### src/hdl/md5_stream_hasher_top_macros.svh
// Assertion macros for the MD5 hasher.
`ifndef MD5_STREAM_HASHER_TOP_MACROS_SVH
`define MD5_STREAM_HASHER_TOP_MACROS_SVH

// An implication checked at every clock edge outside reset.
`define MD5_ASSERT_IMPL(label, clk, rst, ante, cons, msg) \
   label: assert property (@(posedge clk) disable iff (rst) (ante) |-> (cons)) \
      else $error(msg);

// A condition that holds at every clock edge outside reset.
`define MD5_ASSERT_ALWAYS(label, clk, rst, cond, msg) \
   label: assert property (@(posedge clk) disable iff (rst) (cond)) else $error(msg);

`endif

### src/hdl/md5_pkg.sv
package md5_pkg;

   typedef logic [31:0] word_type;

   typedef enum logic [2:0] {
      ST_FILL,
      ST_COMPRESS,
      ST_FOLD,
      ST_PAD,
      ST_EMIT
   } state_type;

   typedef struct packed {
      logic       write_byte;
      logic [5:0] write_addr;
      logic [7:0] write_data;
      logic       round_start;
      logic       round_step;
      logic [5:0] round_index;
      logic       fold;
      logic       init_chain;
      logic [1:0] emit_index;
   } md5_cmd_type;

   function automatic word_type round_const(input logic [5:0] r);
      word_type k;
      unique case (r)
         6'd0: k = 32'hd76aa478;   6'd1: k = 32'he8c7b756;
         6'd2: k = 32'h242070db;   6'd3: k = 32'hc1bdceee;
         6'd4: k = 32'hf57c0faf;   6'd5: k = 32'h4787c62a;
         6'd6: k = 32'ha8304613;   6'd7: k = 32'hfd469501;
         6'd8: k = 32'h698098d8;   6'd9: k = 32'h8b44f7af;
         6'd10: k = 32'hffff5bb1;  6'd11: k = 32'h895cd7be;
         6'd12: k = 32'h6b901122;  6'd13: k = 32'hfd987193;
         6'd14: k = 32'ha679438e;  6'd15: k = 32'h49b40821;
         6'd16: k = 32'hf61e2562;  6'd17: k = 32'hc040b340;
         6'd18: k = 32'h265e5a51;  6'd19: k = 32'he9b6c7aa;
         6'd20: k = 32'hd62f105d;  6'd21: k = 32'h02441453;
         6'd22: k = 32'hd8a1e681;  6'd23: k = 32'he7d3fbc8;
         6'd24: k = 32'h21e1cde6;  6'd25: k = 32'hc33707d6;
         6'd26: k = 32'hf4d50d87;  6'd27: k = 32'h455a14ed;
         6'd28: k = 32'ha9e3e905;  6'd29: k = 32'hfcefa3f8;
         6'd30: k = 32'h676f02d9;  6'd31: k = 32'h8d2a4c8a;
         6'd32: k = 32'hfffa3942;  6'd33: k = 32'h8771f681;
         6'd34: k = 32'h6d9d6122;  6'd35: k = 32'hfde5380c;
         6'd36: k = 32'ha4beea44;  6'd37: k = 32'h4bdecfa9;
         6'd38: k = 32'hf6bb4b60;  6'd39: k = 32'hbebfbc70;
         6'd40: k = 32'h289b7ec6;  6'd41: k = 32'heaa127fa;
         6'd42: k = 32'hd4ef3085;  6'd43: k = 32'h04881d05;
         6'd44: k = 32'hd9d4d039;  6'd45: k = 32'he6db99e5;
         6'd46: k = 32'h1fa27cf8;  6'd47: k = 32'hc4ac5665;
         6'd48: k = 32'hf4292244;  6'd49: k = 32'h432aff97;
         6'd50: k = 32'hab9423a7;  6'd51: k = 32'hfc93a039;
         6'd52: k = 32'h655b59c3;  6'd53: k = 32'h8f0ccc92;
         6'd54: k = 32'hffeff47d;  6'd55: k = 32'h85845dd1;
         6'd56: k = 32'h6fa87e4f;  6'd57: k = 32'hfe2ce6e0;
         6'd58: k = 32'ha3014314;  6'd59: k = 32'h4e0811a1;
         6'd60: k = 32'hf7537e82;  6'd61: k = 32'hbd3af235;
         6'd62: k = 32'h2ad7d2bb;  6'd63: k = 32'heb86d391;
         default: k = '0;
      endcase
      return k;
   endfunction

   function automatic logic [4:0] rot_amount(input logic [5:0] r);
      logic [4:0] s;
      unique case ({r[5:4], r[1:0]})
         4'd0: s = 5'd7;   4'd1: s = 5'd12;  4'd2: s = 5'd17;  4'd3: s = 5'd22;
         4'd4: s = 5'd5;   4'd5: s = 5'd9;   4'd6: s = 5'd14;  4'd7: s = 5'd20;
         4'd8: s = 5'd4;   4'd9: s = 5'd11;  4'd10: s = 5'd16; 4'd11: s = 5'd23;
         4'd12: s = 5'd6;  4'd13: s = 5'd10; 4'd14: s = 5'd15; 4'd15: s = 5'd21;
         default: s = 5'd0;
      endcase
      return s;
   endfunction

   function automatic logic [3:0] msg_index(input logic [5:0] r);
      logic [3:0] g;
      unique case (r[5:4])
         2'd0: g = r[3:0];
         2'd1: g = 4'(5 * r[3:0] + 1);
         2'd2: g = 4'(3 * r[3:0] + 5);
         2'd3: g = 4'(7 * r[3:0]);
         default: g = '0;
      endcase
      return g;
   endfunction

endpackage

### src/hdl/md5_if.sv
interface md5_req_if;
   logic       valid;
   logic       ready;
   logic       cmd;
   logic [7:0] data_byte;
   modport source (output valid, output cmd, output data_byte, input ready);
   modport sink (input valid, input cmd, input data_byte, output ready);
endinterface

interface md5_rsp_if;
   logic        valid;
   logic        ready;
   logic [1:0]  word_index;
   logic [31:0] digest_word;
   logic        last;
   modport source (output valid, output word_index, output digest_word, output last,
                   input ready);
   modport sink (input valid, input word_index, input digest_word, input last,
                 output ready);
endinterface

### src/hdl/md5_stream_hasher_top.sv
// Channel  Role   Word
// req_     sink   cmd, data_byte
// rsp_     source word_index, digest_word, last
// The 64th absorbed byte of a block starts a compression, run by the single
// round unit (one MD5 round per cycle) and its fold; no input is taken meanwhile.
// A finish pads one byte a cycle, runs one or two compressions, then
// presents the four digest words, each held until taken.
// Reset is synchronous and restores the initial chaining value.
`include "md5_stream_hasher_top_macros.svh"

module md5_stream_hasher_top (
   input logic clock,
   input logic reset,
   md5_req_if.sink   req,
   md5_rsp_if.source rsp
);
   import md5_pkg::*;

   md5_cmd_type  cmd;
   logic [31:0]  chain_word;

   md5_ctrl u_ctrl (
      .clock          (clock),
      .reset          (reset),
      .req_valid      (req.valid),
      .req_ready      (req.ready),
      .req_cmd        (req.cmd),
      .req_data_byte  (req.data_byte),
      .rsp_valid      (rsp.valid),
      .rsp_ready      (rsp.ready),
      .rsp_word_index (rsp.word_index),
      .rsp_last       (rsp.last),
      .cmd            (cmd)
   );

   md5_datapath u_datapath (
      .clock      (clock),
      .cmd        (cmd),
      .chain_word (chain_word)
   );

   assign rsp.digest_word = chain_word;

   `MD5_ASSERT_IMPL(a_no_overlap, clock, reset, rsp.valid, !req.ready, "input taken during digest")
   `MD5_ASSERT_IMPL(a_last_idx, clock, reset, rsp.valid && rsp.last, rsp.word_index == 2'd3, "last misplaced")
   `MD5_ASSERT_ALWAYS(a_cmd_excl, clock, reset, !(cmd.fold && cmd.round_step), "fold during round")
endmodule

### src/hdl/md5_datapath.sv
module md5_datapath (
   input  logic                clock,
   input  md5_pkg::md5_cmd_type cmd,
   output logic [31:0]         chain_word
);
   import md5_pkg::*;

   logic [31:0] block_mem [16];
   logic [31:0] w_ff;
   logic [31:0] a_ff, b_ff, c_ff, d_ff;
   logic [31:0] a_in, b_in, c_in, d_in;
   logic [31:0] h_ff [4];
   logic [31:0] f_val, sum_val, rot_val;
   logic [5:0]  r;
   logic [5:0]  rd_index;

   assign r = cmd.round_index;

   // While a round runs, fetch the message word of the following round.
   assign rd_index = cmd.round_step ? 6'(cmd.round_index + 6'd1) : cmd.round_index;

   always_ff @(posedge clock) begin
      if (cmd.write_byte) begin
         block_mem[cmd.write_addr[5:2]][8*cmd.write_addr[1:0] +: 8] <= cmd.write_data;
      end
      w_ff <= block_mem[msg_index(rd_index)];
   end

   always_comb begin
      unique case (r[5:4])
         2'd0: f_val = (b_ff & c_ff) | (~b_ff & d_ff);
         2'd1: f_val = (b_ff & d_ff) | (c_ff & ~d_ff);
         2'd2: f_val = b_ff ^ c_ff ^ d_ff;
         default: f_val = c_ff ^ (b_ff | ~d_ff);
      endcase
      sum_val = a_ff + f_val + round_const(r) + w_ff;
      rot_val = (sum_val << rot_amount(r)) | (sum_val >> (6'd32 - {1'b0, rot_amount(r)}));
      a_in = a_ff;
      b_in = b_ff;
      c_in = c_ff;
      d_in = d_ff;
      if (cmd.round_start) begin
         a_in = h_ff[0];
         b_in = h_ff[1];
         c_in = h_ff[2];
         d_in = h_ff[3];
      end else if (cmd.round_step) begin
         a_in = d_ff;
         b_in = b_ff + rot_val;
         c_in = b_ff;
         d_in = c_ff;
      end
   end

   always_ff @(posedge clock) begin
      a_ff <= a_in;
      b_ff <= b_in;
      c_ff <= c_in;
      d_ff <= d_in;
      if (cmd.init_chain) begin
         h_ff[0] <= 32'h67452301;
         h_ff[1] <= 32'hefcdab89;
         h_ff[2] <= 32'h98badcfe;
         h_ff[3] <= 32'h10325476;
      end else if (cmd.fold) begin
         h_ff[0] <= h_ff[0] + a_ff;
         h_ff[1] <= h_ff[1] + b_ff;
         h_ff[2] <= h_ff[2] + c_ff;
         h_ff[3] <= h_ff[3] + d_ff;
      end
   end

   assign chain_word = h_ff[cmd.emit_index];
endmodule

### src/hdl/md5_ctrl.sv
module md5_ctrl (
   input  logic                 clock,
   input  logic                 reset,
   input  logic                 req_valid,
   output logic                 req_ready,
   input  logic                 req_cmd,
   input  logic [7:0]           req_data_byte,
   output logic                 rsp_valid,
   input  logic                 rsp_ready,
   output logic [1:0]           rsp_word_index,
   output logic                 rsp_last,
   output md5_pkg::md5_cmd_type  cmd
);
   import md5_pkg::*;

   state_type   state_ff, state_in;
   logic [63:0] len_ff, len_in;
   logic [6:0]  cnt_ff, cnt_in;
   logic [5:0]  pos_ff, pos_in;
   logic        fin_ff, fin_in;
   logic        lenblk_ff, lenblk_in;
   logic [1:0]  emit_ff, emit_in;
   logic [7:0]  len_byte;

   always_ff @(posedge clock) begin
      if (reset) begin
         state_ff <= ST_FILL;
         len_ff <= '0;
         cnt_ff <= '0;
         pos_ff <= '0;
         fin_ff <= 1'b0;
         lenblk_ff <= 1'b0;
         emit_ff <= '0;
      end else begin
         state_ff <= state_in;
         len_ff <= len_in;
         cnt_ff <= cnt_in;
         pos_ff <= pos_in;
         fin_ff <= fin_in;
         lenblk_ff <= lenblk_in;
         emit_ff <= emit_in;
      end
   end

   assign len_byte = len_ff[8*pos_ff[2:0] +: 8];

   always_comb begin
      state_in = state_ff;
      len_in = len_ff;
      cnt_in = cnt_ff;
      pos_in = pos_ff;
      fin_in = fin_ff;
      lenblk_in = lenblk_ff;
      emit_in = emit_ff;
      req_ready = 1'b0;
      rsp_valid = 1'b0;
      cmd = '0;
      cmd.round_index = cnt_ff[5:0];
      cmd.emit_index = emit_ff;
      unique case (state_ff)
         ST_FILL: begin
            req_ready = 1'b1;
            if (req_valid) begin
               cmd.write_byte = 1'b1;
               cmd.write_addr = len_ff[8:3];
               if (!req_cmd) begin
                  cmd.write_data = req_data_byte;
                  len_in = len_ff + 64'd8;
                  if (len_ff[8:3] == 6'd63) begin
                     fin_in = 1'b0;
                     cnt_in = '0;
                     state_in = ST_COMPRESS;
                  end
               end else begin
                  cmd.write_data = 8'h80;
                  pos_in = 6'(len_ff[8:3] + 6'd1);
                  lenblk_in = (len_ff[8:3] < 6'd56);
                  fin_in = 1'b1;
                  if (len_ff[8:3] == 6'd63) begin
                     cnt_in = '0;
                     state_in = ST_COMPRESS;
                  end else begin
                     state_in = ST_PAD;
                  end
               end
               cmd.round_start = 1'b1;
               cmd.round_index = '0;
            end
         end
         ST_PAD: begin
            cmd.write_byte = 1'b1;
            cmd.write_addr = pos_ff;
            cmd.write_data = (lenblk_ff && pos_ff >= 6'd56) ? len_byte : 8'h00;
            pos_in = 6'(pos_ff + 6'd1);
            cmd.round_start = 1'b1;
            cmd.round_index = '0;
            if (pos_ff == 6'd63) begin
               cnt_in = '0;
               state_in = ST_COMPRESS;
            end
         end
         ST_COMPRESS: begin
            // Count 0 loads the message word for round 0; rounds run on 1..64.
            cmd.round_index = 6'(cnt_ff);
            if (cnt_ff != 7'd0) begin
               cmd.round_step = 1'b1;
               cmd.round_index = 6'(cnt_ff - 7'd1);
               if (cnt_ff != 7'd64) begin
                  cmd.round_index = 6'(cnt_ff - 7'd1);
               end
            end
            cnt_in = 7'(cnt_ff + 7'd1);
            if (cnt_ff == 7'd64) begin
               state_in = ST_FOLD;
            end
         end
         ST_FOLD: begin
            cmd.fold = 1'b1;
            if (!fin_ff) begin
               state_in = ST_FILL;
            end else if (!lenblk_ff) begin
               lenblk_in = 1'b1;
               pos_in = '0;
               state_in = ST_PAD;
            end else begin
               emit_in = '0;
               state_in = ST_EMIT;
            end
         end
         ST_EMIT: begin
            rsp_valid = 1'b1;
            if (rsp_ready) begin
               emit_in = 2'(emit_ff + 2'd1);
               if (emit_ff == 2'd3) begin
                  cmd.init_chain = 1'b1;
                  len_in = '0;
                  fin_in = 1'b0;
                  state_in = ST_FILL;
               end
            end
         end
         default: state_in = ST_FILL;
      endcase
      if (reset) begin
         cmd.init_chain = 1'b1;
      end
   end

   assign rsp_word_index = emit_ff;
   assign rsp_last = (emit_ff == 2'd3);
endmodule

### src/flat_wrapper.sv
// flat-port wrapper written by rule: the top's interface ports become plain ports
module md5_stream_hasher_top_flat import md5_pkg::*;
  (clock, reset, req_valid, req_cmd, req_data_byte, req_ready, rsp_valid, rsp_word_index, rsp_digest_word, rsp_last, rsp_ready);
  md5_req_if req_i ();
  md5_rsp_if rsp_i ();
  input logic clock;
  input logic reset;
  input wire logic [$bits(req_i.valid)-1:0] req_valid;
  input wire logic [$bits(req_i.cmd)-1:0] req_cmd;
  input wire logic [$bits(req_i.data_byte)-1:0] req_data_byte;
  output wire logic [$bits(req_i.ready)-1:0] req_ready;
  output wire logic [$bits(rsp_i.valid)-1:0] rsp_valid;
  output wire logic [$bits(rsp_i.word_index)-1:0] rsp_word_index;
  output wire logic [$bits(rsp_i.digest_word)-1:0] rsp_digest_word;
  output wire logic [$bits(rsp_i.last)-1:0] rsp_last;
  input wire logic [$bits(rsp_i.ready)-1:0] rsp_ready;
  assign req_i.valid = req_valid;
  assign req_i.cmd = req_cmd;
  assign req_i.data_byte = req_data_byte;
  assign req_ready = req_i.ready;
  assign rsp_valid = rsp_i.valid;
  assign rsp_word_index = rsp_i.word_index;
  assign rsp_digest_word = rsp_i.digest_word;
  assign rsp_last = rsp_i.last;
  assign rsp_i.ready = rsp_ready;
  md5_stream_hasher_top u_core (.clock(clock), .reset(reset), .req(req_i), .rsp(rsp_i));
endmodule
### config.mk
export PLATFORM = sky130hd
export DESIGN_NAME = md5_stream_hasher_top_flat
export DESIGN_NICKNAME = d
export VERILOG_FILES = /design/src/hdl/md5_pkg.sv /design/src/hdl/md5_if.sv /design/src/hdl/md5_stream_hasher_top.sv /design/src/hdl/md5_datapath.sv /design/src/hdl/md5_ctrl.sv /design/src/flat_wrapper.sv
export VERILOG_INCLUDE_DIRS = /design/src /design/src/hdl
export SDC_FILE = /design/constraint.sdc
export NUM_CORES = 2
export LEC_CHECK = 0
export BUFFER_PORTS_ARGS = -buffer_cell sky130_fd_sc_hd__buf_2
export CAP_MARGIN = 10
export CORE_AREA = 2 2 431 433
export CTS_CLUSTER_DIAMETER = 120
export DETAILED_ROUTE_END_ITERATION = 16
export DIE_AREA = 0 0 433 435
export GPL_TIMING_DRIVEN = 0
export PLACE_DENSITY = 0.41
export SLEW_MARGIN = 20
export SYNTH_ARGS = -nofsm -noshare
export SYNTH_HDL_FRONTEND = slang
export SYNTH_SLANG_ARGS = --single-unit
### constraint.sdc
create_clock -name clock -period 14.6 [get_ports clock]
set_clock_uncertainty 0.05 [all_clocks]
set_input_delay 2.19 -clock clock [delete_from_list [all_inputs] [get_ports clock]]
set_output_delay 2.19 -clock clock [all_outputs]
set_load 0.1 [all_outputs]
==> flow_summary.yaml <==
yosys:
  synth-edff-count: 768
  ys.flop_type: "edfxtp_1"
  syn_nets: 5469
  ys_types: 89
  yosysTopAreaCell: "edfxtp_1"
  synthArstFlopShare: 0
  synth_area_leaders: "edfxtp_1, mux4_2, ha_1, nand2_1, dfxtp_1"
  postSynthCellCount: 5160
  ys.warnings.count: 0
  syn_area_per_cell_um2: 10.6
  ys_ff_latch: 883
  synth_commonest_cells: "edfxtp_1, nand2_1, nor2_1"
  post-synth-top-count-cell: "edfxtp_1"
  netlist_area_um2: 55000
  seq_area_frac_synth: 0.462
  synth_top_cell_area_share: 0.420
sta:
  hold_viol: 0
  maxSlewHeadroom: 0.196
  period_needed_ps: 14250
  rsz0062_at_grt: "no"
  report.final.slew_viol_count: 0
  finalSetupTns_ps: 0
  tightest_slew_ps: 1210
  setup_viol: 0
  fmax_ghz: 0.0702
  finalCritPeriodShare: 0.976
hold_path:
  min_path_type: "register to register"
  worstHoldPathCells: 2
  min-delay-start: "u_core.u_ctrl.len_ff[35]$_SDFFE_PP0P_"
  holdPathEnd: "u_core.u_ctrl.len_ff[35]$_SDFFE_PP0P_"
worst_setup_path:
  slowest_stage: "a2111oi_0"
  path_buf_inv: 7
  cp-end-kind: "register"
  reg2reg_depth: 40
  critical_path_class: "input port to register"
  cp_top_family: "compound AO/OA/AOI/OAI gates"
  cp.arrival_ps: 14750
  timing.rr.end: "u_core.u_datapath.b_ff[31]$_DFFE_PP_"
  worst_path_largest_cell_delay_ps: 610
  required_ps: 15100
  start_kind: "input port"
  cp_max_fo: 15
  r2r_setup_slack_ps: 990
  r2r-start: "u_core.u_ctrl.cnt_ff[0]$_SDFFE_PP0P_"
die:
  initial_core_util: 0.299
  rows: 158
  core_um2: 184000
  io-pin-count: 50
  chipWidth_um: 433
  dieArea_um2: 188000
  dieHeight_um: 435
layout:
  drive_gt1_frac: 0.114
  final_nets: 5638
  stdcell_area_um2: 62400
  instances_no_fill: 7892
  areaGrowthSynthToFinish_pct: 13.6
clock_tree:
  htreeDepth: 3
  cts_tree: "built"
  clk_pin_slew_worst_paths_ps: 60
  cts.path.max_buffers: 3
  cts_sinks: 883
  cts_root_buffer: "clkbuf_16"
  numCtsBuffers: 104
  clk_latency_ps: 750
drt:
  drt_iter0_drc: 4084
  wirelength_um: 221000
  drt_pass1_iterations: 6
  route.detailed.drc: 0
  routedWlPerCell_um: 28.0
  detail-route-antenna-nets: 0
  vias: 43000
  avgViaCountPerCell: 5.45
placed_design:
  gp_congestion: 0.969
  dpl.cell_count: 7702
  dpl_cell_area_um2: 58600
  dp_hpwl_um: 170000
  port_buffers: 48
grt:
  grt_pass1_wl_um: 315000
  grt_usage: 0.231
  grt-ovfl-total: 0
  grt_max_degree: 73
  antenna_found_initial: 3
  grt_pass1_vias: 42600
outcome:
  outcome: "finished clean"
job:
  maxCapViolCount: 0
-- cell usage in the layout, fill, tap and decap left out, types with 91 or more instances in the layout --
cell and instances:
edfxtp_1 768, nand2_1 671, nor2_1 468, a21oi_1 323
o21ai_0 250, ha_1 224, inv_1 210, clkbuf_1 191
mux4_2 187, xnor2_1 166, dfxtp_1 115, clkbuf_16 106
xor2_1 102, mux2i_1 97, nand3_1 93, nor3_1 91
-- flip-flops by register name (all words and copies together) (netlist names), named ones only --
signal / count
u_core.u_ctrl.cnt_ff: 7
u_core.u_ctrl.fin_ff: 1
u_core.u_ctrl.len_ff: 61
u_core.u_ctrl.lenblk_ff: 1
u_core.u_ctrl.pos_ff: 6
u_core.u_ctrl.rsp_word_index: 2
u_core.u_ctrl.state_ff: 3
u_core.u_datapath.a_ff: 32
u_core.u_datapath.b_ff: 32
u_core.u_datapath.block_mem: 512
u_core.u_datapath.c_ff: 32
u_core.u_datapath.d_ff: 32
u_core.u_datapath.h_ff: 128
u_core.u_datapath.w_ff: 32
-- metal layers --
layer	wire length, um	GRT usage	vias to the layer above	share of wire
met5	20	0	-	0.000090
met4	9360	0.0868	2	0.042
met3	11400	0.0318	387	0.052
met2	107000	0.393	1472	0.48
met1	93200	0.296	21500	0.42
li1	-	-	19600	-
-- through the flow --
| stage | setup slack (ps) | util | hold slack (ps) |
|---|---|---|---|
| floorplan | 2550 | - | 409 |
| global placement | -2480 | 0.317 | 435 |
| detailed placement | -1520 | 0.318 | 444 |
| CTS | 3.97 | 0.338 | 454 |
| global route | 4.87 | 0.339 | 481 |
| finish | 354 | 0.339 | 454 |
-- logic make-up after synthesis --
family | count (synthesis) | share of synthesized area
AOI/OAI and AO/OA | 1226 | 0.145
xor gates and xnor gates | 275 | 0.0444
DFF | 883 | 0.462
buffers and inverters | 488 | 0.0359
muxes | 313 | 0.100
and+or+nand+nor | 1679 | 0.136
adders and majority gates | 296 | 0.0770
-- cell type report --
| cell class | count | area, um^2 |
|---|---|---|
| fillers | 18700 | 122000 |
| multi-input cells | 3789 | 27800 |
| flip-flops and latches | 883 | 25400 |
| well taps | 2480 | 3100 |
| clock buffers | 130 | 2780 |
| plain buffers | 268 | 1180 |
| clock inverters | 57 | 837 |
| inverters | 216 | 822 |
| repair buffers | 67 | 482 |
| diodes | 2 | 5.00 |
-- worst reg2reg max path, delay by kind of cell, from the launching register on --
family	cells	cell delay, ps
AO/OA/AOI/OAI	18	5950
adder cells (fa/ha/maj)	6	2470
flip-flops	1	510
buffers and inverters	5	1880
multiplexers	1	540
XOR/XNOR	1	250
AND/OR/NAND/NOR	9	1760
-- repair_timing --
action | 4_1_cts | 5_1_grt
gates resized for setup | 13 | 34
hold buffers | 0 | 0
endpoints found under the hold margin | 0 | 0
setup endpoints to repair | 11 | 14
setup buffers | 0 | 4
-- worst max path at each step --
stage / start / to / slack [ps] / depth (start not counted)
2_1_floorplan: req_valid / u_core.u_datapath.b_ff[30]$_DFFE_PP_ / 2550 / 43
3_3_place_gp: req_valid / u_core.u_datapath.b_ff[31]$_DFFE_PP_ / -2480 / 43
3_5_place_dp: req_valid / u_core.u_datapath.b_ff[30]$_DFFE_PP_ / -1520 / 46
4_1_cts: req_valid / u_core.u_datapath.b_ff[31]$_DFFE_PP_ / 4 / 37
5_1_grt: req_valid / u_core.u_datapath.b_ff[31]$_DFFE_PP_ / 5 / 41
6_report: req_valid / u_core.u_datapath.b_ff[31]$_DFFE_PP_ / 350 / 44
Power is left out: the tool's default activity adds up to more than one toggle a clock period on the data nets, which glitch-free logic cannot reach.
